<file path="config.mk">
export PLATFORM = sky130hd
export DESIGN_NAME = dtpc_queue
export DESIGN_NICKNAME = d
export VERILOG_FILES = /design/src/rtl/assert_macros.svh /design/src/rtl/dtpc_pkg.sv /design/src/rtl/dtpc_queue.sv
export SDC_FILE = /design/constraint.sdc
export NUM_CORES = 1
export LEC_CHECK = 0
export ABC_CLOCK_PERIOD_IN_PS = 3650
export BUFFER_PORTS_ARGS = -buffer_cell sky130_fd_sc_hd__buf_4
export CELL_PAD_IN_SITES_DETAIL_PLACEMENT = 0
export CELL_PAD_IN_SITES_GLOBAL_PLACEMENT = 1
export CORE_MARGIN = 3
export CORE_UTILIZATION = 50
export CTS_CLUSTER_SIZE = 30
export DETAILED_ROUTE_END_ITERATION = 6
export PLACE_DENSITY_LB_ADDON = 0.1
export SYNTH_ARGS = -nofsm -noshare
export SYNTH_HDL_FRONTEND = slang
export SYNTH_SLANG_ARGS = --single-unit
</file>
<file path="constraint.sdc">
create_clock -name clk_i -period 3.65 [get_ports clk_i]
set_clock_uncertainty 0.2 [all_clocks]
set_input_delay 0.1825 -clock clk_i [delete_from_list [all_inputs] [get_ports clk_i]]
set_output_delay 0.1825 -clock clk_i [all_outputs]
set_load 0.005 [all_outputs]
</file>
<file path="src/rtl/assert_macros.svh">
// assertion macros used by the rtl top level
`ifndef ASSERT_MACROS_SVH
`define ASSERT_MACROS_SVH

// property must hold at every clock edge outside reset
`define ASSERT_ALWAYS(label, prop, msg) \
  label: assert property (@(posedge clk_i) disable iff (!rst_ni) (prop)) else $error(msg);

// antecedent implies consequent in the same cycle
`define ASSERT_IMPLIES(label, ante, cons, msg) \
  label: assert property (@(posedge clk_i) disable iff (!rst_ni) (ante) |-> (cons)) \
    else $error(msg);

`endif

</file>
<file path="src/rtl/dtpc_pkg.sv">
// types and constants shared by the depth to point cloud block
`timescale 1ns / 1ps
package dtpc_pkg;

  localparam int unsigned CNT_W      = 12;
  localparam int unsigned RAW_W      = 16;
  localparam int unsigned Z_W        = 24;
  localparam int unsigned COORD_W    = 25;
  localparam int unsigned IDX_W      = 24;
  localparam int unsigned SIZE_W     = 13;
  localparam int unsigned CFG_IDX_W  = 4;
  localparam int unsigned CFG_DATA_W = 24;
  localparam int unsigned QUEUE_DEPTH = 4;

  localparam logic [COORD_W-1:0] POS_MAX = 25'h0FF_FFFF;
  localparam logic [COORD_W-1:0] NEG_MAG = 25'h100_0000;

  typedef enum logic [CFG_IDX_W-1:0] {
    REG_DEPTH_SCALE  = 4'd0,
    REG_MAX_DEPTH    = 4'd1,
    REG_CENTER_X     = 4'd2,
    REG_CENTER_Y     = 4'd3,
    REG_INV_FOCAL_X  = 4'd4,
    REG_INV_FOCAL_Y  = 4'd5,
    REG_FRAME_WIDTH  = 4'd6,
    REG_FRAME_HEIGHT = 4'd7
  } cfg_reg_e;

  typedef struct packed {
    logic [23:0]       depth_scale;
    logic [23:0]       max_depth;
    logic [15:0]       center_x;
    logic [15:0]       center_y;
    logic [23:0]       inv_focal_x;
    logic [23:0]       inv_focal_y;
    logic [SIZE_W-1:0] frame_width;
    logic [SIZE_W-1:0] frame_height;
  } cfg_t;

  localparam cfg_t CFG_RESET = '{
    depth_scale:  24'd3355,
    max_depth:    24'd327680,
    center_x:     16'd5112,
    center_y:     16'd3832,
    inv_focal_x:  24'd31957,
    inv_focal_y:  24'd31957,
    frame_width:  13'd640,
    frame_height: 13'd480
  };

  typedef struct packed {
    logic [RAW_W-1:0] depth_raw;
    logic [CNT_W-1:0] column;
    logic [CNT_W-1:0] row;
    logic [IDX_W-1:0] index;
    logic             last;
  } item_t;

  typedef struct packed {
    logic full;
    logic empty;
  } q_status_t;

endpackage

</file>
<file path="src/rtl/dtpc_queue.sv">
// short request queue between intake and arithmetic pipeline
`timescale 1ns / 1ps
module dtpc_queue import dtpc_pkg::*; (
  input  logic      clk_i,
  input  logic      rst_ni,
  input  logic      push_i,
  input  item_t     item_i,
  input  logic      pop_i,
  output item_t     item_o,
  output q_status_t status_o
);

  localparam int unsigned PW = $clog2(QUEUE_DEPTH);
  localparam int unsigned CNTW = $clog2(QUEUE_DEPTH + 1);

  item_t           mem_q [QUEUE_DEPTH];
  logic [PW-1:0]   wr_q, wr_d, rd_q, rd_d;
  logic [CNTW-1:0] cnt_q, cnt_d;

  assign status_o.full  = (cnt_q == CNTW'(QUEUE_DEPTH));
  assign status_o.empty = (cnt_q == '0);
  assign item_o         = mem_q[rd_q];

  always_comb begin
    wr_d  = push_i ? PW'((32'(wr_q) + 32'd1) % QUEUE_DEPTH) : wr_q;
    rd_d  = pop_i  ? PW'((32'(rd_q) + 32'd1) % QUEUE_DEPTH) : rd_q;
    cnt_d = cnt_q + CNTW'(push_i) - CNTW'(pop_i);
  end

  always_ff @(posedge clk_i or negedge rst_ni) begin
    if (!rst_ni) begin
      wr_q  <= '0;
      rd_q  <= '0;
      cnt_q <= '0;
    end else begin
      wr_q  <= wr_d;
      rd_q  <= rd_d;
      cnt_q <= cnt_d;
    end
  end

  always_ff @(posedge clk_i) begin
    if (push_i) begin
      mem_q[wr_q] <= item_i;
    end
  end

endmodule

</file>
### Word-level counts from Yosys, hierarchy flattened

Memories as Yosys holds them, arrays and structs flattened.
Cells that the tools add are included.

* output and inout port bits: 67
* logic and storage cells: 12
* register bits after elaboration: 7
* RAM bits: 260
* memories: 1

Memories
* mem_q: depth 4, width 65, read ports 1, clocked after memory_dff 0, write ports 1, RTL line dtpc_queue.sv:16 `item_t mem_q [QUEUE_DEPTH];`

* reduce and logical (&&, ||, !) cells: 1
* add/sub/neg operators: 4
* muxes and demuxes: 2
* eq/ne operators: 1

Operators with widths (number)
* $add 2x1->2 const B: 2
* $add 3x1->3: 1
* $eq 3x3->1 const B: 1
* $logic_not 3->1: 1
* $sub 3x1->3: 1
* $mux 1: 2

### Depth between registers and ports, before layout

Gate-level depths: netlist of the first run.

* depth in word-level cells: 2
* gate-level depth with buffers: 6
* gate-level depth less buffers: 6

### Worst setup path before layout of the first run

Ideal clock, no wire load.

* kind: reg-to-reg
* start point: register wr_q[0]
* end point: memory mem_q[0][0] (netlist name) (enable)
* stages on the path, launching flop included: 4
* arrival: 2.149 ns
* period minus slack after synthesis: 2.778 ns
* required time: 3.020 ns
* path slack: 0.872 ns
* cells stage by stage: dfrtp_1 > inv_1 > ha_1 > and2_1

RTL lines
* from (decl): RTL line dtpc_queue.sv:17 `logic [PW-1:0] wr_q, wr_d, rd_q, rd_d;`
* from (signal assigned): RTL line dtpc_queue.sv:36 `wr_q <= wr_d;`
* to (decl): RTL line dtpc_queue.sv:16

Straight into the memory's write port.

==> results of run 1 <==
-- worst register-to-register path, delay by kind of cell, from the launching register on --
| family | cells | cell delay (ps) |
|---|---|---|
| simple gates | 1 | 820 |
| flops | 1 | 430 |
| fa+ha+maj | 1 | 160 |
| buf+inv | 1 | 110 |
-- cells by family after synthesis --
family,Yosys count
buf+inv,21
xor+xnor,5
flops,267
fa+ha+maj,7
simple gates,8
compound gates,1
mux,65
-- final cells by class --
| type | count | area, sq um |
|---|---|---|
| Clock buffer | 32 | 694.4 |
| Inverter | 6 | 22.52 |
| Fill cell | 1232 | 6395 |
| Multi-Input combinational cell | 86 | 1662 |
| Sequential cell | 267 | 7990 |
| Timing Repair Buffer | 207 | 1739 |
| Tap cell | 260 | 325.3 |
| Clock inverter | 15 | 127.6 |
-- layer usage --
metal / vias to the layer above / routed length, um / track usage, %
met5: - / 0 / 0
met4: 0 / 286 / 4.280
met3: 25 / 983 / 3.352
met2: 136 / 8927 / 27.87
met1: 2315 / 7277 / 22.33
li1: 2040 / - / -
-- stage by stage --
step	utilization (%)	cells
5_1_grt	66.26	873
3_5_place_dp	58.28	757
3_3_place_gp	58.28	757
6_report	66.26	873
4_1_cts	66.26	873
2_1_floorplan	-	374
-- sequential cells by signal, indices dropped and copies added, names as in the netlist --
register / flops
rd_q: 2
mem_q: 260
cnt_q: 3
wr_q: 2
-- Yosys cell counts, drive strengths merged --
library cell  number
buf               13
xor2               3
mux4              65
xnor2              2
and2               4
fa                 1
inv                6
and3               1
ha                 6
edfxtp           260
nor3               1
nand2              2
o21ai              1
dfrtp              7
clkbuf             2
-- power groups by stage --
| stage | Clock, uW | Sequential, uW | Combinational [uW] |
|---|---|---|---|
| CTS | 2620 | 4440 | 2590 |
| global placement | 0 | 4470 | 2510 |
| global route | 2750 | 4500 | 2730 |
| detailed placement | 0 | 4500 | 2530 |
| floorplan | 0 | 4190 | 1660 |
| finish | 2550 | 4410 | 2520 |
-- path summary, 6_finish.rpt --
path	from	to	slack [ps]
min in group asynchronous	rst_ni	cnt_q[0]$_DFF_PN0_	420
min reg2reg	wr_q[0]$_DFFE_PN0P_	wr_q[0]$_DFFE_PN0P_	350
max	rd_q[0]$_DFFE_PN0P_	item_o[41]	870
min	pop_i	rd_q[0]$_DFFE_PN0P_	200
max reg2reg	wr_q[0]$_DFFE_PN0P_	mem_q[0][29]$_DFFE_PP_	1520
max in group asynchronous	rst_ni	rd_q[0]$_DFFE_PN0P_	2550
-- timing repair --
action / 4_1_cts / 5_1_grt
gates resized for setup: 0 / 0
hold buffers: 69 / 0
hold endpoints to repair: 273 / 0
==> flow_summary.yaml, run 1 <==
cells_and_area:
  most-common-layout-cells: "260 x edfxtp_1, 137 x buf_4, 69 x dlygate4sd3_1"
  drive_gt1_share_pct: 40.46
  mostFrequentLayoutCell: "edfxtp_1"
  fin_area_sq_um: 12560
  syn_to_final_growth_pct: 28.13
  nNetsFinal: 670
  antennaDiodeCount: 0
route:
  drc: 0
  drt_pre_antenna_iters: 4
  postRouteAntennaNets: 0
  drt-wirelength-per-cell_um: 20.02
  via_count: 4516
  viasPerCell: 5.173
  drt_iter0_markers: 219
  drt-total-wl_um: 17470
power_and_ir_drop:
  peakVddDrop_mv: 0.5394
  power_switching_share_pct: 25.98
  switchingPower_uw: 2463
  pwr-share-seq_pct: 46.6
  finalPower_uw: 9481
  power_density_nw_per_um2: 754.8
  p_int_uw: 7017
  clockPowerShare_pct: 26.9
  p_leak_uw: 0.004376
  p_comb_share_pct: 26.5
clock_network:
  clk_pin_slew_ps: 60
  clock-root-buffer: "clkbuf_16"
  cts_tree: "yes"
  clock_path_buffers: 3
  htree_num_levels: 1
  cts_sinks: 267
  numCtsBuffers: 26
  cts_setup_buffers: 0
  clkLatencyLatePin_ps: 510
global_route:
  grt_usage_pct: 16.46
  antenna_found_initial: 0
  grt_overflow: 0
  grt_pass1_vias: 5030
  grt_first_pass_wirelength_um: 27630
  grt_start_max_net_pins: 67
timing:
  period_minus_slack_ps: 2778
  finalCritPeriodShare_pct: 76.12
  fmax_ghz: 0.3599
  slew_headroom_pct: 29.76
  setup_violations: 0
  worst_slew_pin_slew_ps: 1054
  layout_setup_ws_ps: 871.8
  final_hold_viol_count: 0
  setup-tns-final_ps: 0
  rsz0062_at_grt: "false"
  drv_slew: 0
  hold-worst-slack_ps: 204.5
floorplan:
  coreArea_sq_um: 18960
  die-area_sq_um: 21320
  rows: 50
  ioPinCount: 136
  die_h_um: 146.0
  initial_core_util_pct: 51.72
  dieWidth_um: 146.0
min_path:
  whs_path_depth: 3
  hp-class: "in2reg"
yosys:
  synth-seq-cells: 267
  yosysSeqAreaShare_pct: 81.43
  syn-num-nets: 450
  synth_top_area_share_pct: 79.64
  synth.distinct_cells: 18
  synthCells: 374
  syn_area_per_cell_sq_um: 26.21
  synth.area.mux_share_pct: 14.93
  synth_compound_area_share_pct: 0.05105
  synth_area_sq_um: 9803
  synthSimpleGateAreaFrac_pct: 0.4467
  synth_top_family_by_area: "multiplexers"
  synth-adder-area-share_pct: 0.9700
  synthXorXnorAreaFrac_pct: 0.4467
  yosys_warnings: 0
  yosysTopAreaCell: "edfxtp_1"
  synthTopCellsByArea: "edfxtp_1 80%, mux4_2 15%, dfrtp_1 1.8%"
setup_path:
  end_kind: "output pin"
  crit_top_cell: "buf_4"
  cp_cell_sequence: "buf_4 -> mux4_2 -> buf_4"
  cp_max_fo: 30
  worstPathArrival_ps: 2400
  worstSetupPathDepth: 3
  crit_type: "reg2out"
  critPathLaunchType: "flip-flop"
  cp.required_ps: 3270
  cpPeakStageDelay_ps: 820
  cp_top_family: "flip-flops"
  rr_worst_depth: 3
  slowest_stage: "dfrtp_4"
  crit_buf_inv: 2
placed_design:
  gp_congestion: 0.6908
  hpwl_um: 9500
  portBuffers: 135
  dp_slack_ps: 1324
  dpl_cell_area_sq_um: 11050
status:
  outcome: "finished, final reports clean"
flow_run:
  cap_violations: 0
Note: power is estimated with default switching activity, not from simulation.
==> inputs of run 2 (changes only) <==
Settings changed: ABC_CLOCK_PERIOD_IN_PS 3650 to 2350, CORE_UTILIZATION 50 to 45.
Clock period 3.65 ns to 2.35 ns, I/O delays scaled along.
==> flow_summary.yaml, run 2 (same netlist as run 1, synthesis figures left out) <==
global_route:
  grt_overflow: 0
  grt_usage_pct: 15.55
  grt_first_pass_wirelength_um: 28810
  antenna_found_initial: 0
  grt_pass1_vias: 5044
  grt_start_max_net_pins: 47
cells_and_area:
  fin_area_sq_um: 12960
  top_register: "mem_q"
  largest_reg_flops: 260
  antennaDiodeCount: 0
  mostFrequentLayoutCell: "edfxtp_1"
  largest_registers: "mem_q x260, cnt_q x3"
  most-common-layout-cells: "260 x edfxtp_1, 94 x buf_4, 69 x dlygate4sd3_1"
  drive_gt1_share_pct: 40.32
  syn_to_final_growth_pct: 32.19
  final_core_utilization_pct: 61.07
  fill_cells: 1533
  nNetsFinal: 683
route:
  drt_pre_antenna_iters: 4
  postRouteAntennaNets: 0
  drc: 0
  via_count: 4607
  drt-total-wl_um: 18700
  viasPerCell: 5.119
  drt_iter0_markers: 286
  drt-wirelength-per-cell_um: 20.78
floorplan:
  die_h_um: 153.6
  ioPinCount: 136
  dieWidth_um: 153.6
  coreArea_sq_um: 21220
  rows: 53
  die-area_sq_um: 23590
  initial_core_util_pct: 46.20
timing:
  finalCritPeriodShare_pct: 97.98
  final_hold_viol_count: 0
  period_minus_slack_ps: 2302
  drv_slew: 0
  setup-tns-final_ps: 0
  layout_setup_ws_ps: 47.55
  hold-worst-slack_ps: 139.8
  fmax_ghz: 0.4343
  worst_slew_pin_slew_ps: 371.3
  rsz0062_at_grt: "true"
  setup_violations: 0
  slew_headroom_pct: 75.24
setup_path:
  cp.required_ps: 2030
  worstPathArrival_ps: 1980
  crit_type: "reg2out"
  r2r_setup_slack_ps: 600
  critPathLaunchType: "flip-flop"
  cp_max_fo: 17
  end_kind: "output pin"
clock_network:
  cts_tree: "yes"
  cts_sinks: 267
  htree_num_levels: 1
  clock-root-buffer: "clkbuf_16"
  numCtsBuffers: 27
  clk_pin_slew_ps: 60
  clock_path_buffers: 3
  clkLatencyLatePin_ps: 510
placed_design:
  portBuffers: 135
  gp_congestion: 0.7088
  dp_slack_ps: 524.4
  dpl_cell_area_sq_um: 11250
  hpwl_um: 10740
power_and_ir_drop:
  power_density_nw_per_um2: 1188
  p_leak_uw: 0.004518
  peakVddDrop_mv: 0.6342
flow_run:
  cap_violations: 0
min_path:
  hp-class: "in2reg"
status:
  outcome: "finished, final reports clean"
run 2: what timing repair did:
item,4_1_cts,5_1_grt
pin swaps,0,0
endpoints found under the hold margin,289,0
setup buffers,0,1
gates cloned,0,2
setup endpoints to repair,10,61
hold buffers,69,0
resized for setup,8,38
run 2: per-stage QoR:
| stage | cells | total power (uW) |
|---|---|---|
| final | 900 | 15390 |
| after global routing | 900 | 16190 |
| after CTS | 897 | 15160 |
| after detailed placement | 781 | 11160 |
| after global placement | 781 | 11100 |
| after floorplan | 374 | 9054 |
run 2: report_power, final:
| group | switching (uW) | total (uW) | internal [uW] |
|---|---|---|---|
| Clock | 1630 | 3800 | 2180 |
| Sequential | 313 | 6550 | 6240 |
| Combinational | 2120 | 5040 | 2920 |
| Total | 4060 | 15400 | 11300 |
run 2: area by class of cell:
| class | count | area, sq um | area share [%] |
|---|---|---|---|
| clock buffer | 29 | 683.2 | 5.272 |
| clock inverter | 18 | 100.1 | 0.7724 |
| inverter | 6 | 22.52 | 0.1738 |
| multi-input combinational | 86 | 1662 | 12.82 |
| sequential | 267 | 7990 | 61.66 |
| tap | 275 | 344.1 | 2.655 |
| timing repair buffer | 219 | 2157 | 16.65 |
run 2: worst paths after layout:
path,startpoint,endpoint,cells past startpoint
min reg2reg,wr_q[0]$_DFFE_PN0P_,wr_q[0]$_DFFE_PN0P_,1
min in group asynchronous,rst_ni,cnt_q[0]$_DFF_PN0_,3
max reg2reg,wr_q[0]$_DFFE_PN0P_,mem_q[0][1]$_DFFE_PP_,4
min,item_i[5],mem_q[0][5]$_DFFE_PP_,2
max,rd_q[0]$_DFFE_PN0P_,item_o[51],3
max in group asynchronous,rst_ni,rd_q[0]$_DFFE_PN0P_,3
run 2: worst max-delay path, stage by stage, from the launching register on:
cell,delay [ps]
dfrtp_4,530
clkbuf_16,260
mux4_2,540
buf_6,130
run 2: per-layer routing:
metal | GRT usage (%) | wire (um) | vias up
met5 | 0 | 0 | -
met4 | 3.196 | 289 | 0
met3 | 2.955 | 1107 | 21
met2 | 25.97 | 9166 | 134
met1 | 21.84 | 8137 | 2392
li1 | - | - | 2060
