<file path="src/rtl/assert_macros.svh">
// assertion macros used by the rtl top level
`ifndef ASSERT_MACROS_SVH
`define ASSERT_MACROS_SVH

// property must hold at every clock edge outside reset
`define ASSERT_ALWAYS(label, prop, msg) \
  label: assert property (@(posedge clk_i) disable iff (!rst_ni) (prop)) else $error(msg);

// antecedent implies consequent in the same cycle
`define ASSERT_IMPLIES(label, ante, cons, msg) \
  label: assert property (@(posedge clk_i) disable iff (!rst_ni) (ante) |-> (cons)) \
    else $error(msg);

`endif

</file>
<file path="src/rtl/dtpc_pkg.sv">
// types and constants shared by the depth to point cloud block
`timescale 1ns / 1ps
package dtpc_pkg;

  localparam int unsigned CNT_W      = 12;
  localparam int unsigned RAW_W      = 16;
  localparam int unsigned Z_W        = 24;
  localparam int unsigned COORD_W    = 25;
  localparam int unsigned IDX_W      = 24;
  localparam int unsigned SIZE_W     = 13;
  localparam int unsigned CFG_IDX_W  = 4;
  localparam int unsigned CFG_DATA_W = 24;
  localparam int unsigned QUEUE_DEPTH = 4;

  localparam logic [COORD_W-1:0] POS_MAX = 25'h0FF_FFFF;
  localparam logic [COORD_W-1:0] NEG_MAG = 25'h100_0000;

  typedef enum logic [CFG_IDX_W-1:0] {
    REG_DEPTH_SCALE  = 4'd0,
    REG_MAX_DEPTH    = 4'd1,
    REG_CENTER_X     = 4'd2,
    REG_CENTER_Y     = 4'd3,
    REG_INV_FOCAL_X  = 4'd4,
    REG_INV_FOCAL_Y  = 4'd5,
    REG_FRAME_WIDTH  = 4'd6,
    REG_FRAME_HEIGHT = 4'd7
  } cfg_reg_e;

  typedef struct packed {
    logic [23:0]       depth_scale;
    logic [23:0]       max_depth;
    logic [15:0]       center_x;
    logic [15:0]       center_y;
    logic [23:0]       inv_focal_x;
    logic [23:0]       inv_focal_y;
    logic [SIZE_W-1:0] frame_width;
    logic [SIZE_W-1:0] frame_height;
  } cfg_t;

  localparam cfg_t CFG_RESET = '{
    depth_scale:  24'd3355,
    max_depth:    24'd327680,
    center_x:     16'd5112,
    center_y:     16'd3832,
    inv_focal_x:  24'd31957,
    inv_focal_y:  24'd31957,
    frame_width:  13'd640,
    frame_height: 13'd480
  };

  typedef struct packed {
    logic [RAW_W-1:0] depth_raw;
    logic [CNT_W-1:0] column;
    logic [CNT_W-1:0] row;
    logic [IDX_W-1:0] index;
    logic             last;
  } item_t;

  typedef struct packed {
    logic full;
    logic empty;
  } q_status_t;

endpackage

</file>
<file path="src/rtl/dtpc_front.sv">
// request intake with column, row and raster index counters
`timescale 1ns / 1ps
module dtpc_front import dtpc_pkg::*; #(
  parameter int unsigned MAX_WIDTH  = 4096,
  parameter int unsigned MAX_HEIGHT = 4096
) (
  input  logic             clk_i,
  input  logic             rst_ni,
  input  cfg_t             cfg_i,
  input  logic             in_valid_i,
  input  logic [RAW_W-1:0] depth_raw_i,
  input  q_status_t        q_status_i,
  output logic             in_stall_o,
  output logic             push_o,
  output item_t            item_o
);

  localparam int unsigned CW = $clog2(MAX_WIDTH);
  localparam int unsigned RW = $clog2(MAX_HEIGHT);
  localparam logic [SIZE_W-1:0] MaxW = SIZE_W'(MAX_WIDTH);
  localparam logic [SIZE_W-1:0] MaxH = SIZE_W'(MAX_HEIGHT);

  logic [CW-1:0]     col_q, col_d;
  logic [RW-1:0]     row_q, row_d;
  logic [IDX_W-1:0]  idx_q, idx_d;
  logic [SIZE_W-1:0] w_eff, h_eff;
  logic              row_end, frame_end;

  assign in_stall_o = q_status_i.full;
  assign push_o     = in_valid_i && !q_status_i.full;

  always_comb begin
    w_eff = (cfg_i.frame_width == '0 || cfg_i.frame_width > MaxW) ? MaxW : cfg_i.frame_width;
    h_eff = (cfg_i.frame_height == '0 || cfg_i.frame_height > MaxH) ? MaxH : cfg_i.frame_height;
    row_end   = SIZE_W'(col_q) >= (w_eff - SIZE_W'(1));
    frame_end = row_end && (SIZE_W'(row_q) >= (h_eff - SIZE_W'(1)));
  end

  always_comb begin
    col_d = col_q;
    row_d = row_q;
    idx_d = idx_q;
    if (push_o) begin
      if (frame_end) begin
        col_d = '0;
        row_d = '0;
        idx_d = '0;
      end else if (row_end) begin
        col_d = '0;
        row_d = row_q + RW'(1);
        idx_d = idx_q + IDX_W'(1);
      end else begin
        col_d = col_q + CW'(1);
        idx_d = idx_q + IDX_W'(1);
      end
    end
  end

  always_ff @(posedge clk_i or negedge rst_ni) begin
    if (!rst_ni) begin
      col_q <= '0;
      row_q <= '0;
      idx_q <= '0;
    end else begin
      col_q <= col_d;
      row_q <= row_d;
      idx_q <= idx_d;
    end
  end

  always_comb begin
    item_o.depth_raw = depth_raw_i;
    item_o.column    = CNT_W'(col_q);
    item_o.row       = CNT_W'(row_q);
    item_o.index     = idx_q;
    item_o.last      = frame_end;
  end

endmodule

</file>
<file path="config.mk">
export PLATFORM = sky130hd
export DESIGN_NAME = dtpc_front
export DESIGN_NICKNAME = d
export VERILOG_FILES = /design/src/rtl/assert_macros.svh /design/src/rtl/dtpc_pkg.sv /design/src/rtl/dtpc_front.sv
export SDC_FILE = /design/constraint.sdc
export NUM_CORES = 1
export LEC_CHECK = 0
export BUFFER_PORTS_ARGS = -buffer_cell sky130_fd_sc_hd__buf_4
export CAP_MARGIN = 20
export CORE_MARGIN = 2
export CORE_UTILIZATION = 46
export DETAILED_ROUTE_END_ITERATION = 10
export PLACE_DENSITY_LB_ADDON = 0.1
export SYNTH_ARGS = -nofsm -noshare
export SYNTH_HDL_FRONTEND = slang
export SYNTH_SLANG_ARGS = --single-unit
export TNS_END_PERCENT = 20
</file>
<file path="constraint.sdc">
create_clock -name clk_i -period 8.66 [get_ports clk_i]
set_clock_uncertainty 0.15 [all_clocks]
set_input_delay 0.433 -clock clk_i [delete_from_list [all_inputs] [get_ports clk_i]]
set_output_delay 0.433 -clock clk_i [all_outputs]
set_load 0.02 [all_outputs]
</file>
; ---- Yosys cells after proc, flatten, opt, wreduce, memory -nomap -nowiden
; Index checks and enable logic that the tools add are counted.
[word_totals]
wordCells = 28
reg_bits = 48
out_inout_bits = 67
[classes]
add_sub_neg = 5
n_mux = 7
order_cmp = 4
reduce_logical = 9
[ops]
columns = cell, n
row1 = 12-bit two-way mux, 4
row2 = 12-bit by 13-bit >= comparator with 1-bit output, 2
row3 = "13-bit > comparator, second input constant", 2
row4 = 13-bit zero test, 2
row5 = 13-bit two-way mux, 2
row6 = "13-bit by 1-bit subtractor with 13-bit output, second input constant", 2
row7 = "12-bit by 1-bit adder with 12-bit output, second input constant", 2
row8 = "24-bit by 1-bit adder with 24-bit output, second input constant", 1
row9 = 24-bit two-way mux, 1
row10 = 1-bit logical AND, 2
row11 = 1-bit logical OR, 2
row12 = 2-bit AND reduction, 1
row13 = 2-bit nonzero test, 1
row14 = 1-bit zero test, 1

; ---- Logic depth before layout (Yosys ltp)
; Gate-level depths: netlist (run 1).
[logic_depth]
depth_word = 8
depth_mapped = 17
ltp_nobuf = 13

; ---- Least setup slack after synthesis (run 1)
; No wires, ideal clock.
[synth_path]
path_kind = input to output
start = input cfg_i[20] (netlist name)
end = output item_o[0] (netlist name)
arrival_ps = 3263
required_ps = 8077
setup_slack_ps = 4814
n_path_buf = 2
cell_stages = 14
cell_sequence = or4_1 and4bb_2 nand2_1 xor2_1 o211ai_1 o21a_1 ha_1 nand4_1 nor3b_1 a211o_1 and2_1 clkbuf_1 and2_2 buf_4
[synth_via]
elab_chain_len = 6
elab_cells_between_ends = 7
[synth_rtl]
columns = item, line
row1 = from (decl), dtpc_front.sv:9  ; input cfg_t cfg_i,
row2 = 13-bit > comparator / 13-bit zero test (equally long branches), dtpc_front.sv:33  ; w_eff = (cfg_i.frame_width == '0 || cfg_i.frame_width > MaxW) ? MaxW : cfg_i.frame_width;
row3 = 1-bit logical OR, dtpc_front.sv:33
row4 = 13-bit two-way mux *, dtpc_front.sv:33
row5 = 13-bit by 1-bit subtractor with 13-bit output *, dtpc_front.sv:35  ; row_end = SIZE_W'(col_q) >= (w_eff - SIZE_W'(1));
row6 = 12-bit by 13-bit >= comparator with 1-bit output *, dtpc_front.sv:35
row7 = 1-bit logical AND *, dtpc_front.sv:36  ; frame_end = row_end && (SIZE_W'(row_q) >= (h_eff - SIZE_W'(1)));
row8 = to (decl), dtpc_front.sv:15  ; output item_t item_o
; Every way passes the cells marked *; elsewhere a longest branch is shown, timed or not.

==> flow_summary.rst, run 1 <==
.. list-table::
   :header-rows: 1

   * - Metric
     - Value
   * - Shortest clock period the worst path allows after layout
     - 4.620 ns
   * - Row cnt
     - 32
   * - Post-Place Cell Area
     - 0.004250 mm^2
   * - Post-Synthesis Cell Area
     - 0.003697 mm^2
   * - Antenna Nets Post-Route
     - 0
   * - # resized after CTS
     - 0
   * - Cells taking the most area after synthesis
     - dfrtp_1 (32%), ha_1 (9.8%), nor2_1 (6.5%)
   * - Clk sink count
     - 48
   * - Failing checks
     - hold timing
   * - Clock tree from TritonCTS
     - yes
   * - FF-to-FF setup slack
     - 5.76 ns
   * - Relative slew margins
     - 58.59%
   * - Total routing usage reported by global routing
     - 22.09%
   * - Area share of the largest cell type after synthesis
     - 32.49%
   * - RR Startpoint
     - col_q[10]
   * - Commonest cells post-synth
     - nor2_1 (64), dfrtp_1 (48), nand2_1 (30)
   * - Die extent in x
     - 93.65 um
   * - Total of buffers placed on input and output ports
     - 80
   * - Total count of hold-check failures in the final report
     - 29
   * - Synthesis warning total
     - 0
   * - Maximum number of pins on one net before global-route repair
     - 49
   * - Io pins
     - 242
   * - Worst-path clk slew
     - 0.09 ns
   * - Uppermost metal layer occupied by signal nets
     - met4
   * - Result of the run
     - finished with violations
   * - Summed negative setup slack over all endpoints
     - 0 ns
   * - Element type at the critical path end
     - output pin
   * - DRC violation count after routing
     - 0
   * - First-pass GRT wire length
     - 15420 um
   * - Master cell of the clock root buffer
     - clkbuf_8
   * - Power density cells
     - 131.1 mW/mm^2
   * - Path type of the worst min-delay path
     - in -> async
   * - Total routed wire length on the met1 layer
     - 4278 um
   * - Routed wire length
     - 9416 um
   * - Share of layout cells above drive strength 1
     - 20.28%
   * - Maximum level of the CTS H-tree
     - 2
   * - Initial DRC count
     - 137
   * - Distinct cell type count after synthesis
     - 55
   * - Num CTS Buffers
     - 5
   * - Via count of the first global-routing pass
     - 3108
   * - NumNets Final
     - 701
   * - Multi-input logic area
     - 0.002276 mm^2
   * - Synthesis-to-finish area growth
     - 18.24%
   * - Avg Synthesized Cell Area
     - 8.441 um^2
   * - Final setup violation count
     - 0
   * - Period utilization
     - 53.34%
   * - Floorplan core area
     - 0.007767 mm^2
   * - TritonRoute pass-1 iters
     - 4
   * - Number of enable flip-flop cells after synthesis
     - 0
   * - Die Area
     - 0.008770 mm^2
   * - Peak supply drop
     - 0.09329 mV
   * - RSZ-0062 raised after global routing
     - no
   * - Data required time of the worst path
     - 8.08 ns
   * - Final Slew Violations
     - 0
   * - Vias post-DR
     - 3302
   * - Type of the worst setup path
     - in -> out
   * - Clock Path Buffers
     - 2
   * - Post-detailed-route wirelength per cell
     - 15.69 um
   * - Average via count per standard cell
     - 5.503
   * - Final cell count without fillers
     - 600
   * - Top-count cell post-synth
     - nor2_1
   * - Most used flip-flop cell after synthesis
     - dfrtp_1
   * - Hpwl dp
     - 7357 um
   * - Insertion delay to the later sink of the worst-skew pair
     - 0.31 ns
   * - Critical path launch point type
     - primary input
   * - F_max
     - 0.2165 GHz
   * - Register area
     - 0.001201 mm^2
   * - Reg2reg end
     - idx_q[5]
   * - Final weighted congestion in routability-driven placement
     - 0.8559
   * - Final-layout fill cell count
     - 760
   * - Net count after synthesis
     - 642
   * - WL met2
     - 4687 um
   * - FFs w/ async S/R, synth
     - 100.0%
   * - Overflow left after global routing
     - 0
   * - Logic depth of the worst register-to-register path
     - 8
   * - Count of maximum capacitance violations
     - 0
   * - Effective utilization at floorplan
     - 47.60%
   * - Max Fanout on Critical Path
     - 8
   * - Count of antenna diodes in the layout
     - 0
   * - Height of the die
     - 93.65 um
   * - Data arrival at the endpoint of the critical path
     - 4.04 ns
   * - Metal3 WL
     - 429 um
   * - Placed Instances
     - 592
   * - Total of hold buffers inserted after clock tree synthesis
     - 0
   * - Static Leakage
     - 2.085 nW
   * - Antenna violations before repair
     - 0
   * - Area leader, netlist
     - dfrtp_1
   * - Post-route cell area
     - 0.004372 mm^2
   * - Cell count after synthesis
     - 438
   * - Yosys reg bits
     - 48
   * - Worst-margin pin slew
     - 0.6211 ns
   * - Worst hold margin
     - -0.01464 ns
   * - Proportion of synthesized chip area in sequential cells
     - 32.49%
   * - Post-CTS repair timing setup buffer count
     - 0
==> cell type report <==
type	count	share of cell area, %
Clock buffer	6	1.889
Clock inverter	2	0.8872
Inverter	10	0.8586
Multi-Input combinational cell	351	52.06
Sequential cell	48	27.48
Tap cell	102	2.919
Timing Repair Buffer	81	13.91
==> worst max-delay path by stage <==
stage | from | endpoint | slack, ns | cells past startpoint
floorplan | cfg_i[20] | item_o[0] | 4.81 | 14
global route | cfg_i[20] | item_o[0] | 3.81 | 13
finish | cfg_i[20] | item_o[0] | 4.04 | 13
CTS | cfg_i[20] | item_o[0] | 4.13 | 13
detailed placement | cfg_i[20] | item_o[0] | 4.16 | 13
global placement | cfg_i[20] | item_o[0] | 4.18 | 13
==> cell families after synthesis <==
group | synth area share [%]
flip-flops | 32.49
buffers and inverters | 5.956
multiplexers | 1.455
AND/OR/NAND/NOR | 26.74
AO/OA/AOI/OAI | 14.79
XOR/XNOR | 8.765
adder cells (fa/ha/maj) | 9.814
==> cell usage in the layout, fill, tap and decap left out, types with 10 or more instances in the layout <==
cell type / instances
xor2_1: 20
a21oi_1: 15
nor2_1: 64
o21ai_0: 28
nor2b_1: 12
ha_1: 29
dfrtp_1: 48
and3_1: 11
nand3_1: 22
nor3_1: 14
buf_4: 81
a22o_1: 10
nand2_1: 30
xnor2_1: 17
==> metrics by stage <==
step / util, % / power [mW] / hold slack, ns / worst slack [ns]
floorplan: - / 0.3499 / -0.01259 / 4.814
global placement: 54.72 / 0.3970 / 0.3448 / 4.183
detailed placement: 54.72 / 0.4027 / 0.3424 / 4.158
CTS: 56.28 / 0.5796 / 0.008359 / 4.125
global route: 56.28 / 0.6045 / 0.02893 / 3.814
finish: 56.28 / 0.5730 / -0.01464 / 4.040
==> flip-flops by register name, summed over array words and instances (netlist names) <==
name / flops
idx_q: 24
col_q: 12
row_q: 12
==> power breakdown <==
group	switching (mW)	internal (mW)
logic	0.0749	0.0612
clock network	0.0814	0.0946
registers	0.0239	0.237
==> routing by layer <==
layer	track usage [%]	vias up
met3	3.772	2
li1	-	1659
met5	0	-
met2	38.91	72
met4	3.382	0
met1	29.06	1569
==> worst max-delay path: stages <==
cell,delay [ns]
buf_4,0.12
or4_1,0.59
and4bb_2,0.40
nand2_1,0.10
xor2_1,0.32
a31oi_1,0.17
ha_1,0.21
a2111oi_0,0.52
o21ai_0,0.17
a211o_1,0.33
and2_1,0.27
and2_2,0.23
buf_4,0.16
No activity file was read; power rests on OpenSTA's default activity.
==> run 2: changes to the inputs <==
--- a/config.mk
+++ b/config.mk
@@ -8,7 +8,7 @@
 export BUFFER_PORTS_ARGS = -buffer_cell sky130_fd_sc_hd__buf_4
 export CAP_MARGIN = 20
 export CORE_MARGIN = 2
-export CORE_UTILIZATION = 46
+export CORE_UTILIZATION = 39
 export DETAILED_ROUTE_END_ITERATION = 10
 export PLACE_DENSITY_LB_ADDON = 0.1
 export SYNTH_ARGS = -nofsm -noshare
==> constraint.sdc (replaced) <==
create_clock -name clk_i -period 3.91 [get_ports clk_i]
set_clock_uncertainty 0.15 [all_clocks]
set_input_delay 0.1955 -clock clk_i [delete_from_list [all_inputs] [get_ports clk_i]]
set_output_delay 0.1955 -clock clk_i [all_outputs]
set_load 0.02 [all_outputs]
==> run 2 against run 1 <==
The flow now finishes without violations. Hold slack improved by 0.26 ns. Critical path depth unchanged. Register-to-register slack worse by 4.5 ns. Sequential cell count unchanged. Power grew 130%. Routed wire length is 2.3% lower. Via count grew 0.51%. Clock power up 150%. Critical path type unchanged. Largest cell class unchanged.
==> flow_summary.rst, run 2 (synthesized netlist as in run 1, its figures left out) <==
.. list-table::
   :header-rows: 1

   * - Metric
     - Value
   * - F_max
     - 0.2699 GHz
   * - Post-detailed-route wirelength per cell
     - 14.29 um (was 15.69 um)
   * - Total routing usage reported by global routing
     - 18.50% (was 22.09%)
   * - Final Slew Violations
     - 0 (unchanged)
   * - Insertion delay to the later sink of the worst-skew pair
     - 0.30 ns (was 0.31 ns)
   * - Number of flip-flops under the largest register name
     - 24 (unchanged)
   * - Share of layout cells above drive strength 1
     - 23.11% (was 20.28%)
   * - Clock Path Buffers
     - 2 (unchanged)
   * - Register area
     - 0.001201 mm^2 (unchanged)
   * - Element type at the critical path end
     - output pin (unchanged)
   * - Power density cells
     - 287.7 mW/mm^2 (was 131.1 mW/mm^2)
   * - Effective utilization at floorplan
     - 40.01% (was 47.60%)
   * - Largest reg by FF count
     - idx_q (unchanged)
   * - Antenna Nets Post-Route
     - 0 (unchanged)
   * - Post-CTS repair timing setup buffer count
     - 0 (unchanged)
   * - Via count of the first global-routing pass
     - 3220 (was 3108)
   * - Routed wire length
     - 9200 um (was 9416 um)
   * - Count of antenna diodes in the layout
     - 0 (unchanged)
   * - Type of the worst setup path
     - in -> out (unchanged)
   * - Total of buffers placed on input and output ports
     - 80 (unchanged)
   * - Overflow left after global routing
     - 0 (unchanged)
   * - Critical path launch point type
     - primary input (unchanged)
   * - TritonRoute pass-1 iters
     - 4 (unchanged)
   * - Height of the die
     - 101.4 um (was 93.65 um)
   * - Average via count per standard cell
     - 5.154 (was 5.503)
   * - Die extent in x
     - 101.4 um (was 93.65 um)
   * - Relative slew margins
     - 57.44% (was 58.59%)
   * - Worst-margin pin slew
     - 0.6223 ns (was 0.6211 ns)
   * - Master cell of the clock root buffer
     - clkbuf_8 (unchanged)
   * - Leading cell type in the layout, fill and taps excluded
     - buf_4 (unchanged)
   * - Final-layout fill cell count
     - 888 (was 760)
   * - Synthesis-to-finish area growth
     - 23.49% (was 18.24%)
   * - Path type of the worst min-delay path
     - in -> out (was in -> async)
   * - Row cnt
     - 35 (was 32)
   * - Initial DRC count
     - 114 (was 137)
   * - NumNets Final
     - 718 (was 701)
   * - Largest registers
     - idx_q x24, col_q x12, row_q x12 (unchanged)
   * - Post-Place Worst Slack
     - 0.02877 ns (was 4.158 ns)
   * - Num CTS Buffers
     - 5 (unchanged)
   * - Vias post-DR
     - 3319 (was 3302)
   * - Hpwl dp
     - 7215 um (was 7357 um)
   * - First-pass GRT wire length
     - 15420 um (unchanged)
   * - Maximum level of the CTS H-tree
     - 2 (unchanged)
   * - Leading cell types in the layout, fill and taps excluded
     - buf_4 (97), nor2_1 (64), dfrtp_1 (48), nand2_1 (30), ha_1 (29) (was buf_4 (81), nor2_1 (64), dfrtp_1 (48), nand2_1 (30), ha_1 (29))
   * - Post-Route Utilization
     - 49.41% (was 56.28%)
   * - Total count of hold-check failures in the final report
     - 0 (was 29)
   * - Maximum number of pins on one net before global-route repair
     - 49 (unchanged)
   * - Multi-input logic area
     - 0.002290 mm^2 (was 0.002276 mm^2)
   * - Result of the run
     - complete, no violations (was finished with violations)
   * - Max Fanout on Critical Path
     - 5 (was 8)
   * - Static Leakage
     - 2.180 nW (was 2.085 nW)
   * - Data arrival at the endpoint of the critical path
     - 3.36 ns (was 4.04 ns)
   * - Period utilization
     - 94.76%
   * - Antenna violations before repair
     - 0 (unchanged)
   * - Final setup violation count
     - 0 (unchanged)
   * - RSZ-0062 raised after global routing
     - no (unchanged)
   * - Worst Setup Slack, final
     - 0.2048 ns (was 4.040 ns)
   * - Floorplan core area
     - 0.009240 mm^2 (was 0.007767 mm^2)
   * - Data required time of the worst path
     - 3.56 ns (was 8.08 ns)
   * - Shortest clock period the worst path allows after layout
     - 3.705 ns
   * - Final weighted congestion in routability-driven placement
     - 0.7612 (was 0.8559)
   * - Clk sink count
     - 48 (unchanged)
   * - Peak supply drop
     - 0.1657 mV (was 0.09329 mV)
   * - DRC violation count after routing
     - 0 (unchanged)
   * - Clock tree from TritonCTS
     - yes (unchanged)
   * - Io pins
     - 242 (unchanged)
   * - Die Area
     - 0.01027 mm^2 (was 0.008770 mm^2)
   * - Count of maximum capacitance violations
     - 0 (unchanged)
-- run 2: stage by stage --
step	hold WS (ns)	cells	setup TNS [ns]	power, mW	area [um^2]
detailed placement	0.1062	635	0	0.8913	4404
global placement	0.1076	635	-0.02119	0.8833	4404
finish	0.2410	644	0	1.313	4566
global route	0.2410	644	0	1.394	4566
CTS	0.2411	644	0	1.327	4553
floorplan	-0.2501	438	0	0.7749	3697
-- run 2: final cells by class --
| cell class | count | area share [%] |
|---|---|---|
| inverter | 10 | 0.8221 |
| timing repair buffer | 98 | 16.17 |
| tap | 129 | 3.535 |
| multi-input combinational | 351 | 50.15 |
| clock inverter | 3 | 1.507 |
| sequential | 48 | 26.31 |
| clock buffer | 5 | 1.507 |
-- run 2: layer usage --
layer	GRT usage, %	wire, um	up-vias
li1	-	-	1695
met1	26.01	4521	1556
met2	30.82	4282	64
met3	3.037	372	4
met4	2.495	23	0
met5	0	0	-
-- run 2: critical path, cell delays in order --
cell	delay, ns
buf_4	0.13
or4_1	0.55
and4bb_2	0.35
nand2_1	0.11
xor2_2	0.23
a31oi_1	0.13
ha_1	0.22
a2111oi_2	0.35
o21ai_0	0.15
a211o_1	0.30
and2_1	0.25
and2_2	0.23
buf_4	0.16
-- run 2: power breakdown --
part	total (mW)	leakage (nW)	switching, mW	internal [mW]
Clock	0.433	0.0687	0.175	0.258
Sequential	0.577	0.638	0.0526	0.525
Combinational	0.303	1.47	0.164	0.140
-- run 2: final timing paths --
check	startpoint	endpoint	slack, ns	depth (start not counted)
worst max-delay path	cfg_i[20]	item_o[0]	0.20	13
worst min-delay path	depth_raw_i[1]	item_o[50]	0.24	0
worst max register to register	col_q[10]	idx_q[19]	1.22	8
worst min register to register	idx_q[23]	idx_q[23]	0.40	2
max in group asynchronous	rst_ni	idx_q[4]	2.88	2
min in group asynchronous	rst_ni	row_q[2]	0.29	2
-- run 2: repair_timing --
item,CTS,global route
hold endpoints to repair,48,0
gates resized for setup,1,2
endpoints found under the setup margin,1,1
hold buffers,1,0
cloned,0,0
==> run 3: changes to the inputs <==
--- a/config.mk
+++ b/config.mk
@@ -5,12 +5,13 @@
 export SDC_FILE = /design/constraint.sdc
 export NUM_CORES = 1
 export LEC_CHECK = 0
+export ABC_AREA = 1
 export BUFFER_PORTS_ARGS = -buffer_cell sky130_fd_sc_hd__buf_4
 export CAP_MARGIN = 20
 export CORE_MARGIN = 2
-export CORE_UTILIZATION = 39
+export CORE_UTILIZATION = 41
 export DETAILED_ROUTE_END_ITERATION = 10
-export PLACE_DENSITY_LB_ADDON = 0.1
+export PLACE_DENSITY_LB_ADDON = 0.2
 export SYNTH_ARGS = -nofsm -noshare
 export SYNTH_HDL_FRONTEND = slang
 export SYNTH_SLANG_ARGS = --single-unit
==> constraint.sdc (replaced) <==
create_clock -name clk_i -period 3.1 [get_ports clk_i]
set_clock_uncertainty 0.15 [all_clocks]
set_input_delay 0.155 -clock clk_i [delete_from_list [all_inputs] [get_ports clk_i]]
set_output_delay 0.155 -clock clk_i [all_outputs]
set_load 0.02 [all_outputs]
==> run 3 against run 2 <==
The flow now finishes with violations (setup timing). Critical path type unchanged. Final cell count grew 38%. Critical endpoint unchanged. Final area grew 26%. Non-clock buffer count rose by 50.
==> flow_summary.rst, run 3 <==
.. list-table::
   :header-rows: 1

   * - Metric
     - Value
   * - Result of the run
     - finished with violations (was complete, no violations)
   * - Failing checks
     - setup timing
   * - FF-to-FF setup slack
     - 0.59 ns (was 1.22 ns)
   * - Io pins
     - 242 (unchanged)
   * - Master cell of the clock root buffer
     - clkbuf_8 (unchanged)
   * - Cell count after synthesis
     - 621 (was 438)
   * - Yosys reg bits
     - 48 (unchanged)
   * - Height of the die
     - 106.5 um (was 101.4 um)
   * - Area leader, netlist
     - dfrtp_1 (unchanged)
   * - Post-Place Cell Area
     - 0.005350 mm^2 (was 0.004404 mm^2)
   * - Largest reg by FF count
     - idx_q (unchanged)
   * - Post-route cell area
     - 0.005737 mm^2 (was 0.004566 mm^2)
   * - Power density cells
     - 428.7 mW/mm^2 (was 287.7 mW/mm^2)
   * - RR Startpoint
     - col_q[4] (was col_q[10])
   * - Path type of the worst min-delay path
     - in -> reg (was in -> out)
   * - Leading cell types in the layout, fill and taps excluded
     - buf_4 (141), nand2_1 (138), inv_1 (100), nor2_1 (58), dfrtp_1 (48) (was buf_4 (97), nor2_1 (64), dfrtp_1 (48), nand2_1 (30), ha_1 (29))
   * - Post-Synthesis Cell Area
     - 0.004309 mm^2 (was 0.003697 mm^2)
   * - Net count after synthesis
     - 825 (was 642)
   * - F_max
     - 0.3095 GHz
   * - Distinct cell type count after synthesis
     - 39 (was 55)
   * - Leading cell type in the layout, fill and taps excluded
     - buf_4 (unchanged)
   * - Overflow left after global routing
     - 0 (unchanged)
   * - Total buffers and inverters traversed by the critical path
     - 4 (was 2)
   * - Initial DRC count
     - 155 (was 114)
   * - Worst hold margin
     - 0.04478 ns (was 0.2410 ns)
   * - Period utilization
     - 104.2%
   * - Max Fanout on Critical Path
     - 6 (was 5)
   * - Type of the worst setup path
     - in -> out (unchanged)
   * - Data arrival at the endpoint of the critical path
     - 2.93 ns (was 3.36 ns)
   * - Antenna Nets Post-Route
     - 0 (unchanged)
   * - Synthesis-to-finish area growth
     - 33.13% (was 23.49%)
   * - Row cnt
     - 37 (was 35)
   * - Commonest cells post-synth
     - nand2_1 (149), inv_1 (102), nor2_1 (72) (was nor2_1 (64), dfrtp_1 (48), nand2_1 (30))
   * - Shortest clock period the worst path allows after layout
     - 3.231 ns
   * - Worst-path cell with the longest stage delay
     - ha_1 (was or4_1)
   * - Total of buffers placed on input and output ports
     - 80 (unchanged)
   * - TritonRoute pass-1 iters
     - 4 (unchanged)
   * - Count of maximum capacitance violations
     - 0 (unchanged)
   * - Synthesis warning total
     - 0 (unchanged)
   * - Final setup violation count
     - 12 (was 0)
   * - Die Area
     - 0.01135 mm^2 (was 0.01027 mm^2)
   * - Effective utilization at floorplan
     - 41.93% (was 40.01%)
   * - Num CTS Buffers
     - 5 (unchanged)
   * - Total routing usage reported by global routing
     - 19.76% (was 18.50%)
   * - Element type at the critical path end
     - output pin (unchanged)
   * - Logic depth of the worst register-to-register path
     - 18 (was 8)
   * - Post-detailed-route wirelength per cell
     - 12.47 um (was 14.29 um)
   * - Logic depth of the worst setup path including buffers
     - 27 (was 13)
   * - Relative slew margins
     - 58.36% (was 57.44%)
   * - Most used flip-flop cell after synthesis
     - dfrtp_1 (unchanged)
   * - Critical path launch point type
     - primary input (unchanged)
   * - Start point of the critical path
     - cfg_i[14] (was cfg_i[20])
   * - RSZ-0062 raised after global routing
     - yes (was no)
   * - Vias post-DR
     - 4318 (was 3319)
   * - First-pass GRT wire length
     - 18570 um (was 15420 um)
   * - Avg Synthesized Cell Area
     - 6.939 um^2 (was 8.441 um^2)
   * - Via count of the first global-routing pass
     - 4068 (was 3220)
   * - Placed Instances
     - 872 (was 635)
   * - Static Leakage
     - 3.197 nW (was 2.180 nW)
   * - Critical Path Most Common Cell
     - nand2_1 (was buf_4)
   * - Maximum number of pins on one net before global-route repair
     - 49 (unchanged)
   * - Final weighted congestion in routability-driven placement
     - 0.9251 (was 0.7612)
   * - Clk sink count
     - 48 (unchanged)
   * - Post-Place Worst Slack
     - -0.3317 ns (was 0.02877 ns)
   * - Share of layout cells above drive strength 1
     - 30.59% (was 23.11%)
   * - Worst-margin pin slew
     - 0.6246 ns (was 0.6223 ns)
   * - Hpwl dp
     - 8330 um (was 7215 um)
   * - Clock Path Buffers
     - 2 (unchanged)
   * - Data required time of the worst path
     - 2.79 ns (was 3.56 ns)
   * - FFs w/ async S/R, synth
     - 100.0% (unchanged)
   * - Clock tree from TritonCTS
     - yes (unchanged)
   * - Reg2reg end
     - idx_q[16] (was idx_q[19])
   * - Final cell count without fillers
     - 888 (was 644)
   * - Routed wire length
     - 11070 um (was 9200 um)
   * - Largest registers
     - idx_q x24, col_q x12, row_q x12 (unchanged)
   * - Biggest cell delay along the critical path
     - 0.32 ns (was 0.55 ns)
   * - Post-Route Utilization
     - 55.82% (was 49.41%)
   * - Die extent in x
     - 106.5 um (was 101.4 um)
   * - Worst-path clk slew
     - 0.09 ns
   * - Peak supply drop
     - 0.2439 mV (was 0.1657 mV)
   * - Total power of the final layout
     - 2.459 mW (was 1.313 mW)
   * - DRC violation count after routing
     - 0 (unchanged)
   * - Worst Setup Slack, final
     - -0.1309 ns (was 0.2048 ns)
   * - Number of enable flip-flop cells after synthesis
     - 0 (unchanged)
   * - Insertion delay to the later sink of the worst-skew pair
     - 0.31 ns (was 0.30 ns)
   * - Area share of the largest cell type after synthesis
     - 27.87% (was 32.49%)
   * - Summed negative setup slack over all endpoints
     - -0.3768 ns (was 0 ns)
   * - Average via count per standard cell
     - 4.863 (was 5.154)
   * - NumNets Final
     - 955 (was 718)
   * - Floorplan core area
     - 0.01028 mm^2 (was 0.009240 mm^2)
   * - Antenna violations before repair
     - 0 (unchanged)
   * - Top Family by Delay on Critical Path
     - simple AND/OR/NAND/NOR gates (unchanged)
   * - Top-count cell post-synth
     - nand2_1 (was nor2_1)
   * - Cells taking the most area after synthesis
     - dfrtp_1 (28%), nand2_1 (13%), inv_1 (8.9%) (was dfrtp_1 (32%), ha_1 (9.8%), nor2_1 (6.5%))
   * - Final Slew Violations
     - 0 (unchanged)
   * - Number of flip-flops under the largest register name
     - 24 (unchanged)
   * - Maximum level of the CTS H-tree
     - 2 (unchanged)
   * - Count of antenna diodes in the layout
     - 0 (unchanged)
   * - Termination of the worst setup path
     - item_o[0] (unchanged)
   * - Proportion of synthesized chip area in sequential cells
     - 27.87% (was 32.49%)
   * - Total count of hold-check failures in the final report
     - 0 (unchanged)
run 3: worst min path at each step:
stage                 to  cells past startpoint  slack [ns]          start
2_1_floorplan   col_q[0]                      0       -0.29         rst_ni
3_3_place_gp   idx_q[19]                      1        0.07         rst_ni
3_5_place_dp   idx_q[19]                      1        0.07         rst_ni
4_1_cts         idx_q[1]                      4        0.04  q_status_i[1]
5_1_grt         idx_q[1]                      4        0.06  q_status_i[1]
6_report        idx_q[1]                      4        0.04  q_status_i[1]
run 3: cells by family after synthesis:
family	Yosys count	share of synthesized area, %
flip-flops	48	27.87
AND/OR/NAND/NOR	329	35.34
adder cells (fa/ha/maj)	29	8.420
XOR/XNOR	45	9.146
buffers and inverters	132	14.14
AO/OA/AOI/OAI	38	5.082
run 3: what timing repair did:
item / 4_1_cts / 5_1_grt
pin swaps: 4 / 32
cloned: 0 / 1
gates resized for setup: 3 / 49
setup endpoints to repair: 2 / 49
hold buffers: 1 / 0
buffers inserted: 2 / 4
endpoints found under the hold margin: 48 / 0
run 3: metal layers:
metal	vias to the layer above	part of all wire, %	GRT usage (%)
met5	-	0	0
met4	0	1.0	4.082
met3	14	3.9	2.820
met2	83	49	33.84
met1	2037	46	26.63
li1	2184	-	-
run 3: final cells by class:
cell class | instances | area [um^2]
clock buffer | 5 | 68.82
inverter | 107 | 406.6
multi-input combinational | 441 | 2651
clock inverter | 3 | 90.09
sequential | 48 | 1201
tap | 136 | 170.2
timing repair buffer | 148 | 1149
fill | 965 | 4541
run 3: worst reg2reg max path: cells and delay by family (launching register included):
| family | cells | cell delay [ns] |
|---|---|---|
| adder cells (fa/ha/maj) | 1 | 0.37 |
| flip-flops | 1 | 0.47 |
| AND/OR/NAND/NOR | 14 | 1.05 |
| buffers and inverters | 3 | 0.37 |
run 3: power by group:
part           switching, mW  internal, mW  total [mW]
logic                  0.538         0.430       0.967
clock network          0.225         0.403       0.629
registers              0.145         0.718       0.863
total                  0.908          1.55        2.46
